--- config.mk ---
export PLATFORM = sky130hd
export DESIGN_NAME = rle_bitmap_to_hline_decoder
export DESIGN_NICKNAME = d
export VERILOG_FILES = /design/src/hdl/rlehl_pkg.sv /design/src/hdl/rle_bitmap_to_hline_decoder.sv
export SDC_FILE = /design/constraint.sdc
export NUM_CORES = 1
export LEC_CHECK = 0
export BUFFER_PORTS_ARGS = -buffer_cell sky130_fd_sc_hd__clkbuf_2
export CAP_MARGIN = 20
export CORE_ASPECT_RATIO = 2
export CORE_UTILIZATION = 60
export CTS_CLUSTER_DIAMETER = 60
export DETAILED_ROUTE_END_ITERATION = 16
export GPL_TIMING_DRIVEN = 1
export PLACE_DENSITY = 0.84
export RECOVER_POWER = 100
export SLEW_MARGIN = 20
export SYNTH_ARGS = -nofsm -noshare
export SYNTH_HDL_FRONTEND = slang
export SYNTH_SLANG_ARGS = --single-unit
--- constraint.sdc ---
create_clock -name clk -period 7.5 [get_ports clk]
set_input_delay 1.5 -clock clk [delete_from_list [all_inputs] [get_ports clk]]
set_output_delay 1.5 -clock clk [all_outputs]
set_load 0.1 [all_outputs]
--- src/hdl/rlehl_pkg.sv ---
// Shared constants and types for the run-length bitmap to horizontal-line decoder.
package rlehl_pkg;

  // Width of the image column counter and of the screen coordinate arithmetic.
  localparam int COLUMN_BITS = 10;
  localparam int COORD_BITS  = 16;

  // Fixed field widths of the ports.
  localparam int BYTE_BITS    = 8;
  localparam int COORD_W      = 16;
  localparam int COLOUR_W     = 16;
  localparam int CFG_IDX_BITS = 3;
  localparam int CFG_DATA_W   = 16;

  // Narrowest usable image width.
  localparam int MIN_WIDTH = 8;

  // Width of the run length / segment compare path.
  localparam int SEG_W = (COLUMN_BITS > BYTE_BITS) ? COLUMN_BITS : BYTE_BITS;
  localparam int SUM_W = SEG_W + 1;

  // Configuration register indexes.
  typedef enum logic [CFG_IDX_BITS-1:0] {
    CFG_ORIGIN_X    = 3'd0,
    CFG_ORIGIN_Y    = 3'd1,
    CFG_IMAGE_WIDTH = 3'd2,
    CFG_RUN_FORMAT  = 3'd3,
    CFG_FG_COLOUR   = 3'd4
  } cfg_idx_t;

  // Run coding formats.
  typedef enum logic [1:0] {
    FMT_PAIR      = 2'd0,
    FMT_ALT_CLEAR = 2'd1,
    FMT_ALT_SET   = 2'd2,
    FMT_NONE      = 2'd3
  } run_fmt_t;

  // Sequencer states, one-hot.
  typedef enum logic [2:0] {
    ST_IDLE = 3'b001,
    ST_WRAP = 3'b010,
    ST_RUN  = 3'b100
  } state_t;

endpackage

--- src/hdl/rle_bitmap_to_hline_decoder.sv ---
// Run-length one-bit image decoder that turns coded bytes into horizontal-line draw requests.
//
// Usage: coded image bytes enter on the in_ channel (in_valid / in_stall), one byte per
// request, with in_image_start high on the first byte of an image. Each set run leaves as
// one or more segment requests on the out_ channel (out_valid / out_stall); out_seg_last
// marks the final segment caused by a byte. Configuration registers are written through
// cfg_valid / cfg_ready with cfg_index and cfg_wdata, and only while the decoder is idle.
//
// Sequence: a value byte of pair format, or any byte in format none, is only accepted. A run
// byte is accepted, then its column is checked against the width, then it takes one pass
// of the shared subtract / compare unit per row piece it covers (at most 33 pieces). The
// first segment appears in the cycle after its piece is computed. The input side is
// stalled while a run is being worked through.
//
// Reset (rst_n low, synchronous) returns the registers to their defaults, clears the
// column, row and phase, and empties the output register. When the receiver stalls, the
// segment in the output register holds and a set run pauses until that register is free;
// clear runs keep going since they produce no segments.
module rle_bitmap_to_hline_decoder (
  input  logic                                   clk,
  input  logic                                   rst_n,
  // Coded byte input.
  input  logic                                   in_valid,
  output logic                                   in_stall,
  input  logic [rlehl_pkg::BYTE_BITS-1:0]        in_data_byte,
  input  logic                                   in_image_start,
  // Segment output.
  output logic                                   out_valid,
  input  logic                                   out_stall,
  output logic [rlehl_pkg::COORD_W-1:0]          out_seg_x,
  output logic [rlehl_pkg::COORD_W-1:0]          out_seg_y,
  output logic [rlehl_pkg::BYTE_BITS-1:0]        out_seg_length,
  output logic [rlehl_pkg::COLOUR_W-1:0]         out_seg_colour,
  output logic                                   out_seg_last,
  // Configuration writes.
  input  logic                                   cfg_valid,
  output logic                                   cfg_ready,
  input  logic [rlehl_pkg::CFG_IDX_BITS-1:0]     cfg_index,
  input  logic [rlehl_pkg::CFG_DATA_W-1:0]       cfg_wdata
);

  import rlehl_pkg::*;

  // Configuration registers.
  logic [COORD_W-1:0]     origin_x_r;
  logic [COORD_W-1:0]     origin_y_r;
  logic [COLUMN_BITS-1:0] width_r;
  run_fmt_t               format_r;
  logic [COLOUR_W-1:0]    colour_r;

  // Decoder state.
  state_t                 state_r, state_nxt;
  logic [COLUMN_BITS-1:0] col_r, col_nxt;
  logic [COORD_BITS-1:0]  row_r, row_nxt;
  logic                   expect_r, expect_nxt;
  logic                   pending_r, pending_nxt;
  logic                   cur_r, cur_nxt;
  logic [BYTE_BITS-1:0]   len_r, len_nxt;
  logic                   set_r, set_nxt;

  // Output register.
  logic                   out_valid_r, out_valid_nxt;
  logic [COORD_W-1:0]     out_x_r, out_x_nxt;
  logic [COORD_W-1:0]     out_y_r, out_y_nxt;
  logic [BYTE_BITS-1:0]   out_len_r, out_len_nxt;
  logic [COLOUR_W-1:0]    out_colour_r, out_colour_nxt;
  logic                   out_last_r, out_last_nxt;

  // Datapath of the shared step unit.
  logic [COLUMN_BITS-1:0] w_eff;
  logic [COLUMN_BITS-1:0] rem;
  logic [SEG_W-1:0]       len_ext, rem_ext, seg_ext;
  logic [BYTE_BITS-1:0]   seg;
  logic [SUM_W-1:0]       col_sum;
  logic                   row_end;
  logic [BYTE_BITS-1:0]   len_left;
  logic                   out_free;
  logic                   in_fire;
  logic                   start_cur;

  // An image width below the minimum is treated as the minimum.
  assign w_eff = (width_r < COLUMN_BITS'(MIN_WIDTH)) ? COLUMN_BITS'(MIN_WIDTH) : width_r;

  // One piece of a run: the shorter of what is left of the row and what is left of the run.
  assign rem      = w_eff - col_r;
  assign len_ext  = SEG_W'(len_r);
  assign rem_ext  = SEG_W'(rem);
  assign seg_ext  = (len_ext < rem_ext) ? len_ext : rem_ext;
  assign seg      = seg_ext[BYTE_BITS-1:0];
  assign col_sum  = SUM_W'(col_r) + SUM_W'(seg);
  assign row_end  = (col_sum == SUM_W'(w_eff));
  assign len_left = len_r - seg;

  assign out_free  = !out_valid_r || !out_stall;
  assign in_stall  = (state_r != ST_IDLE);
  assign in_fire   = in_valid && (state_r == ST_IDLE);
  assign cfg_ready = (state_r == ST_IDLE);
  assign start_cur = (format_r == FMT_ALT_SET);

  always_comb begin
    state_nxt      = state_r;
    col_nxt        = col_r;
    row_nxt        = row_r;
    expect_nxt     = expect_r;
    pending_nxt    = pending_r;
    cur_nxt        = cur_r;
    len_nxt        = len_r;
    set_nxt        = set_r;
    out_valid_nxt  = out_valid_r && out_stall;
    out_x_nxt      = out_x_r;
    out_y_nxt      = out_y_r;
    out_len_nxt    = out_len_r;
    out_colour_nxt = out_colour_r;
    out_last_nxt   = out_last_r;

    unique case (state_r)
      ST_IDLE: begin
        if (in_fire) begin
          if (in_image_start) begin
            col_nxt     = '0;
            row_nxt     = '0;
            expect_nxt  = 1'b0;
            pending_nxt = 1'b0;
            cur_nxt     = start_cur;
          end
          len_nxt = in_data_byte;
          case (format_r)
            FMT_PAIR: begin
              // The first byte of a pair picks the colour, the second is the run.
              if (!expect_nxt) begin
                pending_nxt = (in_data_byte == BYTE_BITS'(1));
                expect_nxt  = 1'b1;
              end else begin
                set_nxt    = pending_nxt;
                expect_nxt = 1'b0;
                state_nxt  = ST_WRAP;
              end
            end
            FMT_ALT_CLEAR, FMT_ALT_SET: begin
              set_nxt   = cur_nxt;
              cur_nxt   = !cur_nxt;
              state_nxt = ST_WRAP;
            end
            default: begin
            end
          endcase
        end
      end
      ST_WRAP: begin
        // A column left past the edge by a narrowed width starts the next row.
        if (col_r >= w_eff) begin
          col_nxt = '0;
          row_nxt = row_r + COORD_BITS'(1);
        end
        state_nxt = (len_r == '0) ? ST_IDLE : ST_RUN;
      end
      ST_RUN: begin
        if (!set_r || out_free) begin
          len_nxt = len_left;
          if (row_end) begin
            col_nxt = '0;
            row_nxt = row_r + COORD_BITS'(1);
          end else begin
            col_nxt = col_sum[COLUMN_BITS-1:0];
          end
          if (set_r) begin
            out_valid_nxt  = 1'b1;
            out_x_nxt      = COORD_W'(COORD_BITS'(origin_x_r) + COORD_BITS'(col_r));
            out_y_nxt      = COORD_W'(COORD_BITS'(origin_y_r) + row_r);
            out_len_nxt    = seg;
            out_colour_nxt = colour_r;
            out_last_nxt   = (len_left == '0);
          end
          if (len_left == '0) begin
            state_nxt = ST_IDLE;
          end
        end
      end
      default: begin
        state_nxt = ST_IDLE;
      end
    endcase
  end

  always_ff @(posedge clk) begin
    if (!rst_n) begin
      state_r     <= ST_IDLE;
      col_r       <= '0;
      row_r       <= '0;
      expect_r    <= 1'b0;
      pending_r   <= 1'b0;
      cur_r       <= 1'b0;
      len_r       <= '0;
      set_r       <= 1'b0;
      out_valid_r <= 1'b0;
      origin_x_r  <= '0;
      origin_y_r  <= '0;
      width_r     <= COLUMN_BITS'(MIN_WIDTH);
      format_r    <= FMT_NONE;
      colour_r    <= '1;
    end else begin
      state_r     <= state_nxt;
      col_r       <= col_nxt;
      row_r       <= row_nxt;
      expect_r    <= expect_nxt;
      pending_r   <= pending_nxt;
      cur_r       <= cur_nxt;
      len_r       <= len_nxt;
      set_r       <= set_nxt;
      out_valid_r <= out_valid_nxt;
      if (cfg_valid && cfg_ready) begin
        unique case (cfg_index)
          CFG_ORIGIN_X:    origin_x_r <= cfg_wdata;
          CFG_ORIGIN_Y:    origin_y_r <= cfg_wdata;
          CFG_IMAGE_WIDTH: width_r    <= cfg_wdata[COLUMN_BITS-1:0];
          CFG_RUN_FORMAT:  format_r   <= run_fmt_t'(cfg_wdata[1:0]);
          CFG_FG_COLOUR:   colour_r   <= cfg_wdata;
          default: begin
          end
        endcase
      end
    end
  end

  // Segment payload carries no reset.
  always_ff @(posedge clk) begin
    out_x_r      <= out_x_nxt;
    out_y_r      <= out_y_nxt;
    out_len_r    <= out_len_nxt;
    out_colour_r <= out_colour_nxt;
    out_last_r   <= out_last_nxt;
  end

  assign out_valid      = out_valid_r;
  assign out_seg_x      = out_x_r;
  assign out_seg_y      = out_y_r;
  assign out_seg_length = out_len_r;
  assign out_seg_colour = out_colour_r;
  assign out_seg_last   = out_last_r;

`ifndef SYNTHESIS
  // While pieces are being cut, the column stays inside the row.
  a_col_in_row: assert property (@(posedge clk) disable iff (!rst_n)
    (state_r == ST_RUN) |-> (col_r < w_eff))
    else $error("column reached the row edge during a run");

  // A segment never has zero length.
  a_seg_nonzero: assert property (@(posedge clk) disable iff (!rst_n)
    out_valid_r |-> (out_len_r != '0))
    else $error("zero-length segment presented");

  // New segments are only produced by a run step.
  a_seg_from_run: assert property (@(posedge clk) disable iff (!rst_n)
    (!out_valid_r || !out_stall) && !(state_r == ST_RUN && set_r) |=> !out_valid_r)
    else $error("segment appeared outside a set run");

  // The run step finishes a run exactly when its length is used up.
  a_run_done: assert property (@(posedge clk) disable iff (!rst_n)
    (state_r == ST_RUN) && (!set_r || out_free) && (len_left == '0) |=> (state_r == ST_IDLE))
    else $error("sequencer did not return to idle at run end");
`endif

endmodule
### After elaboration in Yosys (flattened, before gate mapping)

Cells that the tools add are included.

* memory bits (writable): 0
* register bits: 159
* ROM bits: 0
* memories: 0
* logic and storage cells: 119
* latch bits: 0

* shifts and indexed selects: 0
* reductions and logical operators: 29
* bitwise gates (word level): 0
* divide/modulo/power cells: 0
* add/sub/neg operators: 6
* mux-type cells: 41
* magnitude comparators: 3
* equality and inequality tests: 21
* multiply operators: 0

Operators by type and width (number)
* $mux 16: 5
* $mux 10: 6
* $pmux 16 s3: 1
* $pmux 10 s3: 1
* $mux 8: 3
* $add 16x1->16 const B: 1
* $add 16x10->16: 1
* $add 16x16->16: 1
* $logic_not 8->1: 2
* $mux 1: 16
* $pmux 8 s2: 1
* $mux 3: 5
* $ne 2x2->1 const B: 6
* $reduce_and 2->1: 6
* $add 10x8->11: 1
* $eq 11x10->1: 1
* $ge 10x10->1: 1
* $lt 10x4->1 const B: 1
* $lt 8x10->1: 1
* $reduce_and 5->1: 2
* $sub 10x10->10: 1
* $eq 3x2->1 const B: 3
* $pmux 3 s3: 1
* $eq 8x1->1 const B: 1
* 21 further kinds: 32

### Longest topological paths before layout

* depth after elaboration: 10
* gate-level depth with buffers: 31

### Least setup slack after synthesis

OpenSTA, ideal clock, no wires.

* path kind: register -> register
* start point: register width_r[6]
* end point: register row_r[7]
* stages on the path, launching flop included: 29
* required time: 7416 ps
* path buffers: 4
* data arrival time: 6453 ps
* setup slack: 962 ps
* cell sequence: dfxtp_1 > buf_6 > nor4_4 > nand2_1 > nand2_1 > ha_1 > inv_1 > fa_1 > a21o_1 > a221oi_1 > xnor2_1 > inv_1 > ha_1 > o2111ai_1 > nand4_1 > nand3b_1 > clkbuf_1 > o21ai_0 > ha_1 > fa_1 > xnor2_1 > or3b_1 > a221o_1 > or4_4 > o31a_1 > buf_6 > or3_4 > buf_6 > o31ai_2

* word-level cells in the longest chain between the ends: 9
* elaborated cells on any way between the ends: 11
* those cells by class: add/sub: 2; order compare: 3; eq/ne: 3; mux: 2; reduce/logical: 1

RTL lines
* start, declared: line rle_bitmap_to_hline_decoder.sv:47 `logic [COLUMN_BITS-1:0] width_r;`
* start signal, assigned: line rle_bitmap_to_hline_decoder.sv:198 `width_r <= COLUMN_BITS'(MIN_WIDTH);`
* start signal, assigned: line rle_bitmap_to_hline_decoder.sv:215 `CFG_IMAGE_WIDTH: width_r <= cfg_wdata[COLUMN_BITS-1:0];`
* $lt 10x4->1: line rle_bitmap_to_hline_decoder.sv:82 `assign w_eff = (width_r < COLUMN_BITS'(MIN_WIDTH)) ? COLUMN_BITS'(MIN_WIDTH) : width_r;`
* $mux 10 *: line rle_bitmap_to_hline_decoder.sv:82
* $sub 10x10->10 *: line rle_bitmap_to_hline_decoder.sv:85 `assign rem = w_eff - col_r;`
* $lt 8x10->1: line rle_bitmap_to_hline_decoder.sv:88 `assign seg_ext = (len_ext < rem_ext) ? len_ext : rem_ext;`
* $mux 8 *: line rle_bitmap_to_hline_decoder.sv:88
* named net seg_ext[0]: line rle_bitmap_to_hline_decoder.sv:72 `logic [SEG_W-1:0] len_ext, rem_ext, seg_ext;`
* $add 10x8->11 *: line rle_bitmap_to_hline_decoder.sv:90 `assign col_sum = SUM_W'(col_r) + SUM_W'(seg);`
* $eq 11x10->1 *: line rle_bitmap_to_hline_decoder.sv:91 `assign row_end = (col_sum == SUM_W'(w_eff));`
* $ne 2x2->1 (no line) *
* $reduce_and 6->1 (no line) *
* end signal, assigned: line rle_bitmap_to_hline_decoder.sv:204 `row_r <= row_nxt;`
* end, declared: line rle_bitmap_to_hline_decoder.sv:54 `logic [COORD_BITS-1:0] row_r, row_nxt;`

The timed path passes the listed nets; every way through them passes the cells marked *.
A chain may end at the register's enable or synchronous reset.

### Worst setup path in the final report

* start point: register width_r[7]
* end point: register row_r[8]

The elaborated chain is that of the path after synthesis.

==> results.md <==
* Outcome: finished, violations left
* Failing checks: capacitance limit, slew limit
* Clock skew at 0.00831 ns
* Largest net degree at the start of global routing at 57
* CTS Sinks at 159
* Ys flop type: dfxtp_1
* Num CTS Buffers at 17
* Fin crit share at 0.940
* Worst-skew pair later-pin latency at 0.43 ns
* Hpwl dp at 18,200 um
* Slew @ Worst Pin at 2.67 ns
* Met2 GRT Util at 0.599
* Top post-synthesis cells by area: dfxtp_1 (23%), edfxtp_1 (19%), ha_1 (8.2%), nand2_1 (6.2%), a21oi_1 (4.4%)
* Yosys top cell area share at 0.227
* DP Worst Slack at 0.288 ns
* Fraction of power consumed by combinational cells at 0.549
* Die Span Y at 175 um
* Maximum vdd drop at 0.000535 V
* CP Class: reg2reg
* Die X at 88.7 um
* HP Class: reg2reg
* Slew margin rel. at -0.782
* Cell count after synthesis at 1,007
* Layout Cells excl Fill at 1,300
* Critical Path End: row_r[8]
* Residual DRC at 0
* CTS max path bufs at 2
* Post-Syn Area at 9010 um^2
* Clock Tree Root: clkbuf_16
* Worst R2R Setup Slack at 0.45 ns
* Syn avg cell area at 8.95 um^2
* Post-Layout Inst Area at 10,100 um^2
* Net Sw Frac at 0.442
* Post-synth top area cell: dfxtp_1
* Placement-stage cell area at 9660 um^2
* First-pass GRT wire length at 38,000 um
* Switching power at 1.83 mW
* Pwr Total at 4.13 mW
* Synth-to-layout area growth at 12.0%
* Post-Synthesis Net Count at 1,104
* GR Overflow Total at 0
* Final core occ at 0.685
* # diodes at 0
* Total Routing Usage GR at 0.326
* Vias/cell at 6.08
* DR vias at 7,901
* # IOs at 93
* Reg-to-Reg Start: width_r[7]
* Leakage at 3.98 nW
* Clock slew at reported path FFs at 0.07 ns
* Drt total wl at 24,300 um
* Max H-tree Level at 4
* Reg2reg path depth at 25
* Net count, final at 1,189
* Sequential power share at 0.254
* Grt peak-use layer: met2
* Final ANT Viol Nets at 0
* CP startpoint: width_r[7]
* Slew Limit Fails at 145
* Initial Util at 0.611
* Number of global-route vias before repair at 7,780
* Iteration count of the initial detailed-routing pass at 7
* Placer congestion estimate at 0.996
* Critical Path End Type: flop
* Largest fanout on the critical path at 13
* Startpoint Class: flop
* Setup TNS at 0 ns
* Total of fill cells in the finished design at 1,187
* Final setup viols at 0
* Internal power at 2.31 mW
* Max Freq at 0.142 GHz
* Die area at 15,500 um^2
* Cell area power density at 410 nW/um^2
* Initial DRC count at 502
* Register area share after synthesis at 0.417
* Worst setup margin at 0.449 ns
* Sequential Area at 3750 um^2
* Max-Cap Viols at 3
* Post-synth EDFFs at 57
* Layout cell share with drive strength beyond 1 at 0.0824
* Worst r2r dst: row_r[8]
* WHS at 0.431 ns
* Post-synthesis cell type count at 69
* # port buffers at 92
* Tmin final at 7.05 ns
* Post-synth ARST share at 0
* Routed length per instance at 18.7 um
* Area of the multi-input gates at 4900 um^2
* Yosys warning count at 0
* Placed cell count at 1,266
* Initial antenna violation count at 0
* Final Hold Violating Endpoints at 0
* Met1 usage at 0.306
* RSZ-0062 raised after global routing: false
* Row cnt at 63
* Worst EP arrival at 7.37 ns
* Yosys reg bits at 159
* Critical Path RT at 7.81 ns
* CTS tree: done
* Global Route met3 Usage at 0.0634
* Clock power frac at 0.197
* Area of the core at 14,700 um^2
* Post-CTS Hold Buffers at 0
==> worst min-delay path by stage <==
stage | end | slack [ns] | from | depth (start not counted)
after floorplan | out_seg_colour[0] | 0.41 | colour_r[0] | 0
after global routing | out_seg_colour[3] | 0.44 | colour_r[3] | 0
after detailed placement | out_seg_colour[3] | 0.42 | colour_r[3] | 0
after CTS | out_seg_colour[1] | 0.43 | colour_r[1] | 0
after global placement | out_seg_colour[15] | 0.41 | colour_r[15] | 0
final | out_seg_colour[9] | 0.43 | colour_r[9] | 0
==> metal layers <==
metal / vias to the layer above / part of all wire
li1: 3766 / -
met2: 306 / 0.54
met1: 3723 / 0.33
met5: - / 0
met3: 106 / 0.054
met4: 0 / 0.070
==> layout make-up <==
type | count | share of cell area
clock buffers | 18 | 0.0435
clock inverters | 14 | 0.0108
inverters | 45 | 0.0167
multi-input cells | 762 | 0.486
flip-flops and latches | 159 | 0.372
well taps | 195 | 0.0242
repair buffers | 107 | 0.0469
==> power by group through the flow <==
stage                     registers [mW]  clock network, mW  logic [mW]
after CTS                           1.05              0.817        2.21
after global placement              1.06                  0        2.18
after detailed placement            1.07                  0        2.20
after global routing                1.05              0.852        2.48
final                               1.05              0.815        2.27
after floorplan                     1.03                  0        1.68
==> sequential cells by signal, indices dropped and copies added, names as in the netlist, 2 cells and up <==
signal / flops
origin_y_r: 16
row_r: 16
width_r: 10
col_r: 10
out_seg_y: 16
out_seg_colour: 16
len_r: 8
origin_x_r: 16
out_seg_x: 16
state_r: 3
out_seg_length: 8
format_r: 2
colour_r: 16
==> cells in the final DEF (no fill, tap or decap), drive strengths merged, types with 12 or more instances in the layout <==
| cell | instances |
|---|---|
| nand2 | 150 |
| clkbuf | 116 |
| dfxtp | 102 |
| nor2 | 91 |
| a21oi | 80 |
| ha | 59 |
| edfxtp | 57 |
| inv | 51 |
| nand3 | 39 |
| o21ai | 36 |
| xnor2 | 35 |
| nor3 | 26 |
| mux2i | 23 |
| a21o | 21 |
| xor2 | 19 |
| o211ai | 16 |
| o31ai | 16 |
| a31oi | 12 |
==> synthesized netlist by cell type, drive strengths merged, types with 7 or more instances <==
master and number:
nor2 91, nand4 9, or3 7, o21ai 36, xnor2 35, o211ai 16, edfxtp 57, a211oi 11
dfxtp 102, nor3 26, nor2b 10, xor2 19, mux2i 23, a31oi 12, and2 9, a21oi 80
nand2 150, a21o 21, o31ai 16, clkbuf 37, nor4 7, ha 59, inv 45, nand3 39
nor3b 7
==> kinds of logic (layout without fill, tap and decap cells) <==
family | count (synthesis) | after routing | synth area share
and+or+nand+nor | 389 | 389 | 0.202
xor gates and xnor gates | 55 | 55 | 0.0550
DFF | 159 | 159 | 0.417
AOI/OAI and AO/OA | 229 | 229 | 0.166
muxes | 25 | 25 | 0.0281
adders and majority gates | 64 | 64 | 0.0930
buffers and inverters | 86 | 184 | 0.0385
==> timing repair <==
item | 4_1_cts | 5_1_grt
resized for setup | 0 | 2
endpoints found under the setup margin | 0 | 24
setup buffers | 0 | 2
==> critical path, cell delays in order, from the launching register on <==
cell and delay [ns]:
dfxtp_1 0.37, nor4_4 0.29, nand2_1 0.21, nand2_1 0.12, ha_1 0.16, inv_1 0.06, fa_1 0.42, a21o_1 0.19
a221oi_2 0.31, xnor2_1 0.16, inv_1 0.07, ha_1 0.31, nand4_1 0.10, nand4_1 0.14, nand3b_1 0.27, nand2_1 0.14
o21ai_0 0.17, ha_1 0.28, fa_1 0.50, xnor2_2 0.24, or3b_1 0.43, a221o_1 0.33, or4_4 0.55, o31a_1 0.28
or3_4 0.43, o41ai_1 0.37
Power figures use the tool's default switching activity.
